==> config.mk <==
export PLATFORM = sky130hd
export DESIGN_NAME = hash_chain_replace_insert_top
export DESIGN_NICKNAME = d
export VERILOG_FILES = /design/src/rtl/core/hcri_pkg.sv /design/src/rtl/core/hash_chain_replace_insert_top.sv /design/src/rtl/core/hcri_modulo.sv
export SDC_FILE = /design/constraint.sdc
export NUM_CORES = 2
export LEC_CHECK = 0
export ABC_CLOCK_PERIOD_IN_PS = 7050
export BUFFER_PORTS_ARGS = -buffer_cell sky130_fd_sc_hd__buf_2
export CAP_MARGIN = 20
export CORE_UTILIZATION = 45
export CTS_CLUSTER_DIAMETER = 60
export CTS_CLUSTER_SIZE = 12
export DETAILED_ROUTE_END_ITERATION = 10
export SYNTH_ARGS = -nofsm -noshare
export SYNTH_HDL_FRONTEND = slang
export SYNTH_SLANG_ARGS = --single-unit
==> constraint.sdc <==
create_clock -name clk -period 7.05 [get_ports clk]
set_clock_uncertainty 0.05 [all_clocks]
set_input_delay 1.0575 -clock clk [delete_from_list [all_inputs] [get_ports clk]]
set_output_delay 1.0575 -clock clk [all_outputs]
set_load 0.01 [all_outputs]
==> src/rtl/core/hcri_pkg.sv <==
// package for the chained hash table with replacement
// constants and result struct, no dependencies
package hcri_pkg;

    localparam logic [2:0] ST_HOME  = 3'd0;
    localparam logic [2:0] ST_SYN   = 3'd1;
    localparam logic [2:0] ST_MOVED = 3'd2;
    localparam logic [2:0] ST_FULL  = 3'd3;
    localparam logic [2:0] ST_READ  = 3'd4;

    localparam logic ACT_INSERT = 1'b0;
    localparam logic ACT_READ   = 1'b1;

    localparam int TBL_DEPTH = 64;
    localparam int AW     = $clog2(TBL_DEPTH);
    localparam int CW     = $clog2(TBL_DEPTH + 1);
    localparam int KEY_W  = 31;
    localparam int SLOT_W = AW;
    localparam int LINK_W = 7;

    // end of chain marker
    localparam logic [LINK_W-1:0] LINK_NONE = '1;

    typedef struct packed {
        logic [LINK_W-1:0] read_next;
        logic              read_used;
        logic [KEY_W-1:0]  read_key;
        logic [SLOT_W-1:0] moved_slot;
        logic [SLOT_W-1:0] placed_slot;
        logic [2:0]        status;
    } result_t;

    // result word of an insert that found no room
    localparam result_t RES_FULL = '{read_next: LINK_NONE, read_used: 1'b0,
        read_key: '0, moved_slot: '0, placed_slot: '0, status: ST_FULL};

endpackage

==> src/rtl/core/hash_chain_replace_insert_top.sv <==
// chained hash table with replacement, top level
// depends on hcri_pkg, hcri_modulo
//
// usage: s_axis carries one request word, m_axis one result word per request.
// cfg writes table_size and clears the table; it is taken only while idle.
// a read answers through S_RD, which takes the entry read into the result,
// then the output register; an insert into a full table answers the cycle
// after its request is accepted. an insert runs the shared 31-step modulo
// unit for the key's home slot; on a collision the unit runs again for the
// resident's home, then the predecessor walk (up to 64, only if the resident
// is displaced), the chain tail walk (up to 65) and the free slot probe (up
// to 63) take one table entry per cycle, and then the write states follow.
// the sequencer takes one request at a time; s_axis_tready is low while busy
// and while a result word waits; the next request is taken the cycle after
// the result word leaves.
// after reset, a clearing pass over all 64 entries runs before the first
// request is taken; a cfg write starts the same pass.
// if m_axis_tready is low the result word is held until taken.
module hash_chain_replace_insert_top
    (
    input  logic        clk,
    input  logic        rst_n,
    input  logic        cfg_valid,
    output logic        cfg_ready,
    input  logic [6:0]  cfg_data,
    input  logic        s_axis_tvalid,
    output logic        s_axis_tready,
    // [30:0] key, [36:31] slot, zero fill to 40
    input  logic [39:0] s_axis_tdata,
    // [0] action
    input  logic        s_axis_tuser,
    output logic        m_axis_tvalid,
    input  logic        m_axis_tready,
    // [2:0] status, [8:3] placed_slot, [14:9] moved_slot, [45:15] read_key,
    // [46] read_used, [53:47] read_next, zero fill to 56
    output logic [55:0] m_axis_tdata
    );
    import hcri_pkg::*;

    localparam logic [3:0] S_CLEAR = 4'd0, S_IDLE = 4'd1, S_MOD = 4'd2,
        S_CHK = 4'd3, S_RMOD = 4'd4, S_PRED = 4'd5, S_TAIL = 4'd6,
        S_FREE = 4'd7, S_W1 = 4'd8, S_W2 = 4'd9, S_W3 = 4'd10,
        S_W4 = 4'd11, S_RD = 4'd12;

    // table store: key, used flag and link memories on one read address
    logic [KEY_W-1:0]  key_mem [TBL_DEPTH];
    logic              used_mem [TBL_DEPTH];
    logic [LINK_W-1:0] link_mem [TBL_DEPTH];
    logic [KEY_W-1:0]  rd_key;
    logic              rd_used;
    logic [LINK_W-1:0] rd_link;
    logic [AW-1:0]     raddr;
    logic              kwe, lwe;
    logic [AW-1:0]     kaddr, laddr;
    logic [KEY_W-1:0]  kdata;
    logic              udata;
    logic [LINK_W-1:0] ldata;

    logic [3:0]        state_reg, state_next;
    logic [6:0]        size_reg;
    logic [CW-1:0]     n;
    logic [CW-1:0]     cnt_reg;
    logic [AW-1:0]     cur_reg, home_reg, tail_reg, pred_reg, free_reg;
    logic              pred_ok_reg, disp_reg;
    logic [KEY_W-1:0]  key_reg, res_key_reg;
    logic [LINK_W-1:0] ilink_reg;
    logic [CW-1:0]     used_cnt_reg;
    result_t           res_reg;
    logic              outv_reg;
    logic              finish;
    logic              mstart, mdone;
    logic [AW-1:0]     mrem;
    logic [KEY_W-1:0]  mdiv;
    logic [AW-1:0]     cur_inc;
    logic              link_good, is_pred, pred_stop, tail_stop;

    always_ff @(posedge clk)
    begin
        if (kwe)
        begin
            key_mem[kaddr]  <= kdata;
            used_mem[kaddr] <= udata;
        end
        if (lwe) link_mem[laddr] <= ldata;
        rd_key  <= key_mem[raddr];
        rd_used <= used_mem[raddr];
        rd_link <= link_mem[raddr];
    end

    // effective size clamp
    always_comb
    begin
        if (size_reg == 7'd0)
            n = CW'(1);
        else if (size_reg > CW'(TBL_DEPTH))
            n = CW'(TBL_DEPTH);
        else
            n = size_reg;
    end

    hcri_modulo u_mod
        (
        .clk(clk), .rst_n(rst_n), .start(mstart), .dividend(mdiv),
        .divisor(n), .done(mdone), .remainder(mrem)
        );

    // walk decisions on the entry just read
    assign link_good = !rd_link[LINK_W-1] && (rd_link < n);
    assign is_pred   = (rd_link == {1'b0, home_reg});
    assign pred_stop = is_pred || !link_good || (cnt_reg == CW'(TBL_DEPTH - 1));
    assign tail_stop = !link_good || (cnt_reg == CW'(TBL_DEPTH));
    assign cur_inc   = ({1'b0, cur_reg} + CW'(1) >= n) ? '0 : cur_reg + AW'(1);

    assign cfg_ready     = (state_reg == S_IDLE) && !outv_reg;
    assign s_axis_tready = (state_reg == S_IDLE) && !outv_reg && !cfg_valid;
    assign m_axis_tvalid = outv_reg;
    assign m_axis_tdata  = {2'b00, res_reg};

    // sequencer control, memory ports and modulo start
    always_comb
    begin
        raddr = cur_reg;
        kwe = 1'b0; lwe = 1'b0;
        kaddr = cur_reg; laddr = cur_reg;
        kdata = key_reg; udata = 1'b1; ldata = LINK_NONE;
        mstart = 1'b0;
        mdiv = key_reg;
        finish = 1'b0;
        state_next = state_reg;
        unique case (state_reg)
            S_CLEAR:
            begin
                kwe = 1'b1; lwe = 1'b1; kdata = '0; udata = 1'b0;
                if (cur_reg == AW'(TBL_DEPTH - 1))
                    state_next = S_IDLE;
            end
            S_IDLE:
                if (cfg_valid && cfg_ready)
                    state_next = S_CLEAR;
                else if (s_axis_tvalid && s_axis_tready)
                begin
                    if (s_axis_tuser == ACT_READ)
                    begin
                        raddr = s_axis_tdata[KEY_W+SLOT_W-1:KEY_W];
                        state_next = S_RD;
                    end
                    else if (used_cnt_reg >= n)
                        finish = 1'b1;
                    else
                    begin
                        mstart = 1'b1;
                        mdiv = s_axis_tdata[KEY_W-1:0];
                        state_next = S_MOD;
                    end
                end
            S_RD:
            begin
                finish = 1'b1;
                state_next = S_IDLE;
            end
            S_MOD:
                if (mdone)
                begin
                    raddr = mrem;
                    state_next = S_CHK;
                end
            S_CHK:
                if (!rd_used)
                begin
                    kwe = 1'b1; lwe = 1'b1; kaddr = home_reg; laddr = home_reg;
                    finish = 1'b1;
                    state_next = S_IDLE;
                end
                else
                begin
                    mstart = 1'b1;
                    mdiv = rd_key;
                    state_next = S_RMOD;
                end
            S_RMOD:
                if (mdone)
                begin
                    raddr = mrem;
                    state_next = (mrem == home_reg) ? S_TAIL : S_PRED;
                end
            S_PRED:
                if (pred_stop)
                begin
                    raddr = home_reg;
                    state_next = S_TAIL;
                end
                else
                    raddr = rd_link[AW-1:0];
            S_TAIL:
                if (tail_stop)
                begin
                    raddr = cur_inc;
                    state_next = S_FREE;
                end
                else
                    raddr = rd_link[AW-1:0];
            S_FREE:
                if (cnt_reg >= n)
                begin
                    finish = 1'b1;
                    state_next = S_IDLE;
                end
                else if (!rd_used)
                    state_next = S_W1;
                else
                    raddr = cur_inc;
            S_W1:
            begin
                kwe = 1'b1; lwe = 1'b1; kaddr = free_reg; laddr = free_reg;
                kdata = disp_reg ? res_key_reg : key_reg;
                state_next = S_W2;
            end
            S_W2:
            begin
                lwe = 1'b1; laddr = tail_reg; ldata = {1'b0, free_reg};
                if (disp_reg)
                    state_next = S_W3;
                else
                begin
                    finish = 1'b1;
                    state_next = S_IDLE;
                end
            end
            S_W3:
            begin
                // predecessor takes the resident's link as it stands now
                lwe = pred_ok_reg; laddr = pred_reg;
                ldata = (tail_reg == home_reg) ? {1'b0, free_reg} : ilink_reg;
                state_next = S_W4;
            end
            S_W4:
            begin
                kwe = 1'b1; lwe = 1'b1; kaddr = home_reg; laddr = home_reg;
                kdata = key_reg;
                finish = 1'b1;
                state_next = S_IDLE;
            end
            default:
                state_next = S_IDLE;
        endcase
    end

    // sequencer registers, one table entry visited per cycle in the walks
    always_ff @(posedge clk or negedge rst_n)
    begin
        if (!rst_n)
        begin
            state_reg <= S_CLEAR;
            size_reg <= 7'd64;
            cur_reg <= '0;
            home_reg <= '0;
            tail_reg <= '0;
            pred_reg <= '0;
            free_reg <= '0;
            pred_ok_reg <= 1'b0;
            disp_reg <= 1'b0;
            key_reg <= '0;
            res_key_reg <= '0;
            ilink_reg <= '0;
            used_cnt_reg <= '0;
            res_reg <= RES_FULL;
            outv_reg <= 1'b0;
            cnt_reg <= '0;
        end
        else
        begin
            state_reg <= state_next;
            if (finish)
                outv_reg <= 1'b1;
            else if (outv_reg && m_axis_tready)
                outv_reg <= 1'b0;
            unique case (state_reg)
                S_CLEAR:
                    cur_reg <= cur_reg + AW'(1);
                S_IDLE:
                    if (cfg_valid && cfg_ready)
                    begin
                        size_reg <= cfg_data;
                        cur_reg <= '0;
                        used_cnt_reg <= '0;
                    end
                    else if (s_axis_tvalid && s_axis_tready)
                    begin
                        key_reg <= s_axis_tdata[KEY_W-1:0];
                        res_reg <= RES_FULL;
                    end
                S_RD:
                begin
                    res_reg.status <= ST_READ;
                    res_reg.read_key <= rd_key;
                    res_reg.read_used <= rd_used;
                    res_reg.read_next <= rd_link;
                end
                S_MOD:
                    if (mdone)
                        home_reg <= mrem;
                S_CHK:
                    if (!rd_used)
                    begin
                        used_cnt_reg <= used_cnt_reg + CW'(1);
                        res_reg.status <= ST_HOME;
                        res_reg.placed_slot <= home_reg;
                    end
                    else
                    begin
                        res_key_reg <= rd_key;
                        ilink_reg <= rd_link;
                    end
                S_RMOD:
                    if (mdone)
                    begin
                        disp_reg <= (mrem != home_reg);
                        pred_ok_reg <= 1'b0;
                        cnt_reg <= '0;
                        cur_reg <= mrem;
                    end
                S_PRED:
                begin
                    if (is_pred)
                    begin
                        pred_ok_reg <= 1'b1;
                        pred_reg <= cur_reg;
                    end
                    if (pred_stop)
                    begin
                        cur_reg <= home_reg;
                        cnt_reg <= '0;
                    end
                    else
                    begin
                        cur_reg <= rd_link[AW-1:0];
                        cnt_reg <= cnt_reg + CW'(1);
                    end
                end
                S_TAIL:
                    if (tail_stop)
                    begin
                        tail_reg <= cur_reg;
                        cur_reg <= cur_inc;
                        cnt_reg <= CW'(1);
                    end
                    else
                    begin
                        cur_reg <= rd_link[AW-1:0];
                        cnt_reg <= cnt_reg + CW'(1);
                    end
                S_FREE:
                    if (cnt_reg < n)
                    begin
                        if (!rd_used)
                            free_reg <= cur_reg;
                        else
                        begin
                            cur_reg <= cur_inc;
                            cnt_reg <= cnt_reg + CW'(1);
                        end
                    end
                S_W2:
                    if (!disp_reg)
                    begin
                        used_cnt_reg <= used_cnt_reg + CW'(1);
                        res_reg.status <= ST_SYN;
                        res_reg.placed_slot <= free_reg;
                    end
                S_W4:
                begin
                    used_cnt_reg <= used_cnt_reg + CW'(1);
                    res_reg.status <= ST_MOVED;
                    res_reg.placed_slot <= home_reg;
                    res_reg.moved_slot <= free_reg;
                end
                default: ;
            endcase
        end
    end

endmodule

==> src/rtl/core/hcri_modulo.sv <==
// iterative restoring remainder, one quotient bit per cycle
// depends on hcri_pkg
module hcri_modulo
    (
    input  logic                       clk,
    input  logic                       rst_n,
    input  logic                       start,
    input  logic [hcri_pkg::KEY_W-1:0] dividend,
    input  logic [hcri_pkg::AW:0]      divisor,
    output logic                       done,
    output logic [hcri_pkg::AW-1:0]    remainder
    );
    import hcri_pkg::*;

    logic [KEY_W-1:0] shift_reg, shift_next;
    logic [AW-1:0]    rem_reg, rem_next;
    logic [5:0]       cnt_reg, cnt_next;
    logic             busy_reg, busy_next;
    logic             done_reg;
    logic [AW:0]      trial;
    logic [AW:0]      diff;

    assign trial = {rem_reg, shift_reg[KEY_W-1]};
    assign diff  = trial - divisor;

    // one shift and subtract a cycle
    always_comb
    begin
        shift_next = shift_reg;
        rem_next   = rem_reg;
        cnt_next   = cnt_reg;
        busy_next  = busy_reg;
        if (start)
        begin
            shift_next = dividend;
            rem_next   = '0;
            cnt_next   = 6'(KEY_W);
            busy_next  = 1'b1;
        end
        else if (busy_reg)
        begin
            shift_next = {shift_reg[KEY_W-2:0], 1'b0};
            rem_next   = (trial >= divisor) ? diff[AW-1:0] : trial[AW-1:0];
            cnt_next   = cnt_reg - 6'd1;
            if (cnt_reg == 6'd1)
                busy_next = 1'b0;
        end
    end

    assign remainder = rem_reg;

    always_ff @(posedge clk or negedge rst_n)
    begin
        if (!rst_n)
        begin
            busy_reg <= 1'b0;
            cnt_reg  <= '0;
        end
        else
        begin
            busy_reg <= busy_next;
            cnt_reg  <= cnt_next;
        end
    end

    always_ff @(posedge clk)
    begin
        shift_reg <= shift_next;
        rem_reg   <= rem_next;
    end

    // done flags the cycle after the last step
    always_ff @(posedge clk or negedge rst_n)
    begin
        if (!rst_n)
            done_reg <= 1'b0;
        else
            done_reg <= busy_reg && (cnt_reg == 6'd1);
    end
    assign done = done_reg;

endmodule

==> results.json <==
{
  "path_cells": "inv_1, nand2_1, ha_1, a211oi_1, o22ai_1, a2111oi_4, a21oi_2, a22oi_1, a31o_4, buf_4, buf_12, nand2_1, nand4b_1, o211ai_1, nor4_1, a2111oi_0, buf_4, o2111ai_1",
  "critical_path.max_fanout": 70,
  "holdWs_ns": 0.212,
  "wl_met1_mm": 166,
  "reg2regPathDepth": 18,
  "top_layer_used": "met5",
  "regArea_um2": 81500,
  "cp.arrival_ns": 7.47,
  "r2r-end": "rd_key[25]",
  "initial_core_util_pct": 45.3,
  "multiInputGateArea_um2": 34900,
  "grt_pass1_wl_mm": 590,
  "fmax_mhz": 150,
  "rows": 188,
  "antenna_left": 0,
  "fin_crit_sh_pct": 94.5,
  "cts_setup_buffers": 0,
  "placed_cells": 12503,
  "ys.warnings.count": 0,
  "numCtsBuffers": 287,
  "yosysSeqAreaShare_pct": 68.6,
  "fin_ws_ns": 0.384,
  "cap_viol_max_count": 0,
  "largest_register_ffs": 1984,
  "cts_resized": 0,
  "area_growth_syn_to_layout_pct": 13.0,
  "slew_headroom_pct": 17.4,
  "drt-total-wl_mm": 420,
  "finalMaxSlewViolations": 0,
  "wl_per_cell_um": 32.4,
  "dr.pass1.iters": 7,
  "clk_pin_slew_worst_paths_ns": 0.06,
  "drt_iter0_drc": 12687,
  "top_register": "key_mem",
  "clk_latency_ns": 0.97,
  "synth_cells": 9155,
  "numPortBuffers": 106,
  "via_count": 87178,
  "cts_num_sinks": 2761,
  "tns_ns": 0,
  "synth_area_um2": 119000,
  "hold_viol": 0,
  "grt_max_degree": 150,
  "final_cells": 12955,
  "top_regs": "key_mem (1984), link_mem (448), used_mem (64)",
  "grt_pass1_vias": 80770,
  "cts_hold_buffers": 0,
  "hold_class": "primary input to async pin",
  "final_net_count": 9381,
  "status": "complete, no violations",
  "hpwl_mm": 252,
  "reg2reg_from": "size_reg[6]",
  "pre_cts_slack_ns": 0.664,
  "worst_pin_slew_ns": 1.23,
  "cts_tree": "built",
  "slowest_stage": "a31o_4",
  "drive_above_1_share_pct": 11.5,
  "clk_path_buf_depth": 4,
  "synth_seq_cells": 2761,
  "rrSetupSlack_ns": 0.38,
  "io_pins": 112,
  "setup_viol": 0,
  "grt_usage_pct": 30.9,
  "crit_type": "flip-flop to flip-flop",
  "drcViolationCount": 0,
  "cp_slowest_stage_delay_ns": 0.93,
  "cts-htree-levels": 5,
  "gp_congestion": 0.923,
  "root_buffer": "clkbuf_16",
  "core_region_area_um2": 263000,
  "die_y_um": 516,
  "wl_met3_mm": 51.3,
  "dieWidth_um": 516,
  "synthDistinctLibCells": 93,
  "syn_area_per_cell_um2": 13.0,
  "drt-vias-per-instance": 6.73,
  "end_kind": "flip-flop",
  "antenna_found_initial": 24,
  "overflow": 0,
  "die-area_um2": 266000,
  "synth_edf_count": 2527,
  "required_ns": 7.85,
  "fillerInstances": 22181,
  "dr_wl_met2_mm": 184,
  "crit_path_start_kind": "flip-flop",
  "synth_async_sr_flop_share_pct": 6.85,
  "rsz0062_at_grt": "false",
  "fin_crit_ns": 6.67,
  "synthFlopType": "edfxtp_1"
}
[per-layer routing]
layer,vias to the layer above,global-route usage [%]
met2,5555,46.0
met1,44148,43.5
met3,935,7.37
li1,36526,-
met5,-,0
met4,14,12.6
[worst max-delay path by stage]
stage                            start              end  slack (ns)  depth (start not counted)
after floorplan           state_reg[0]  key_mem[55][10]        2.61                          9
after global placement     size_reg[6]       rd_key[25]        0.69                         18
after detailed placement   size_reg[6]       rd_key[25]        0.66                         18
after CTS                  size_reg[6]       rd_key[25]        0.62                         18
after global routing       size_reg[6]       rd_key[27]        0.25                         18
final                      size_reg[6]       rd_key[25]        0.38                         18
[worst max-delay path, delay by kind of cell (launching register included)]
kind                       cells  cell delay (ns)
adders and majority gates      1             0.34
DFF                            1             0.60
AOI/OAI and AO/OA              9             3.25
buffers and inverters          4             0.93
and+or+nand+nor                4             1.32
[cells by family (layout without fill, tap and decap cells)]
kind of cell	Yosys count	count (layout)	synth area share, %
multiplexers	61	61	0.555
buffers and inverters	766	1034	2.65
flip-flops	2761	2761	68.6
adder cells (fa/ha/maj)	41	41	0.438
XOR/XNOR	36	36	0.265
other	1	18	0.00316
AND/OR/NAND/NOR	2986	2986	12.4
AO/OA/AOI/OAI	2503	2503	15.1
[Yosys cell counts, drive strengths merged, types with 108 or more instances]
master,instances,area [µm²]
a211oi,238,1790
a22oi,302,2270
o311ai,108,946
nand3b,113,848
a22o,108,946
nor4,233,1620
buf,271,1290
a31oi,195,1230
nand2,1288,4840
edfxtp,2527,75900
nand4b,194,1700
nor2,448,1680
nand3,386,1930
dfrtp,179,4480
o2111ai,152,1330
a21oi,559,2810
a221oi,239,2090
o21ai,149,753
clkbuf,431,1620
[layout make-up]
class | count | share of cell area, %
Timing Repair Buffer | 544 | 3.85
Antenna cell | 16 | 0.0298
Tap cell | 3515 | 3.27
Clock buffer | 404 | 5.78
Inverter | 64 | 0.179
Clock inverter | 22 | 0.208
Sequential cell | 2761 | 60.7
Multi-Input combinational cell | 5629 | 26.0
[per-stage QoR]
stage	utilization, %	instance area (µm²)
3_5_place_dp	48.0	126000
2_1_floorplan	-	119000
4_1_cts	51.1	134000
6_report	51.2	134000
3_3_place_gp	48.0	126000
5_1_grt	51.2	134000
[placed cells by master, fill, tap and decap left out, drive strengths merged, types with 233 or more instances in the layout]
cell,count
nor2,448
a21oi,559
edfxtp,2527
a221oi,239
buf,543
a211oi,238
nand2,1288
nor4,233
clkbuf,405
nand3,386
a22oi,302
Power is not shown: default switching activity piles up to over one toggle a cycle in this logic, so the estimate is an artifact.
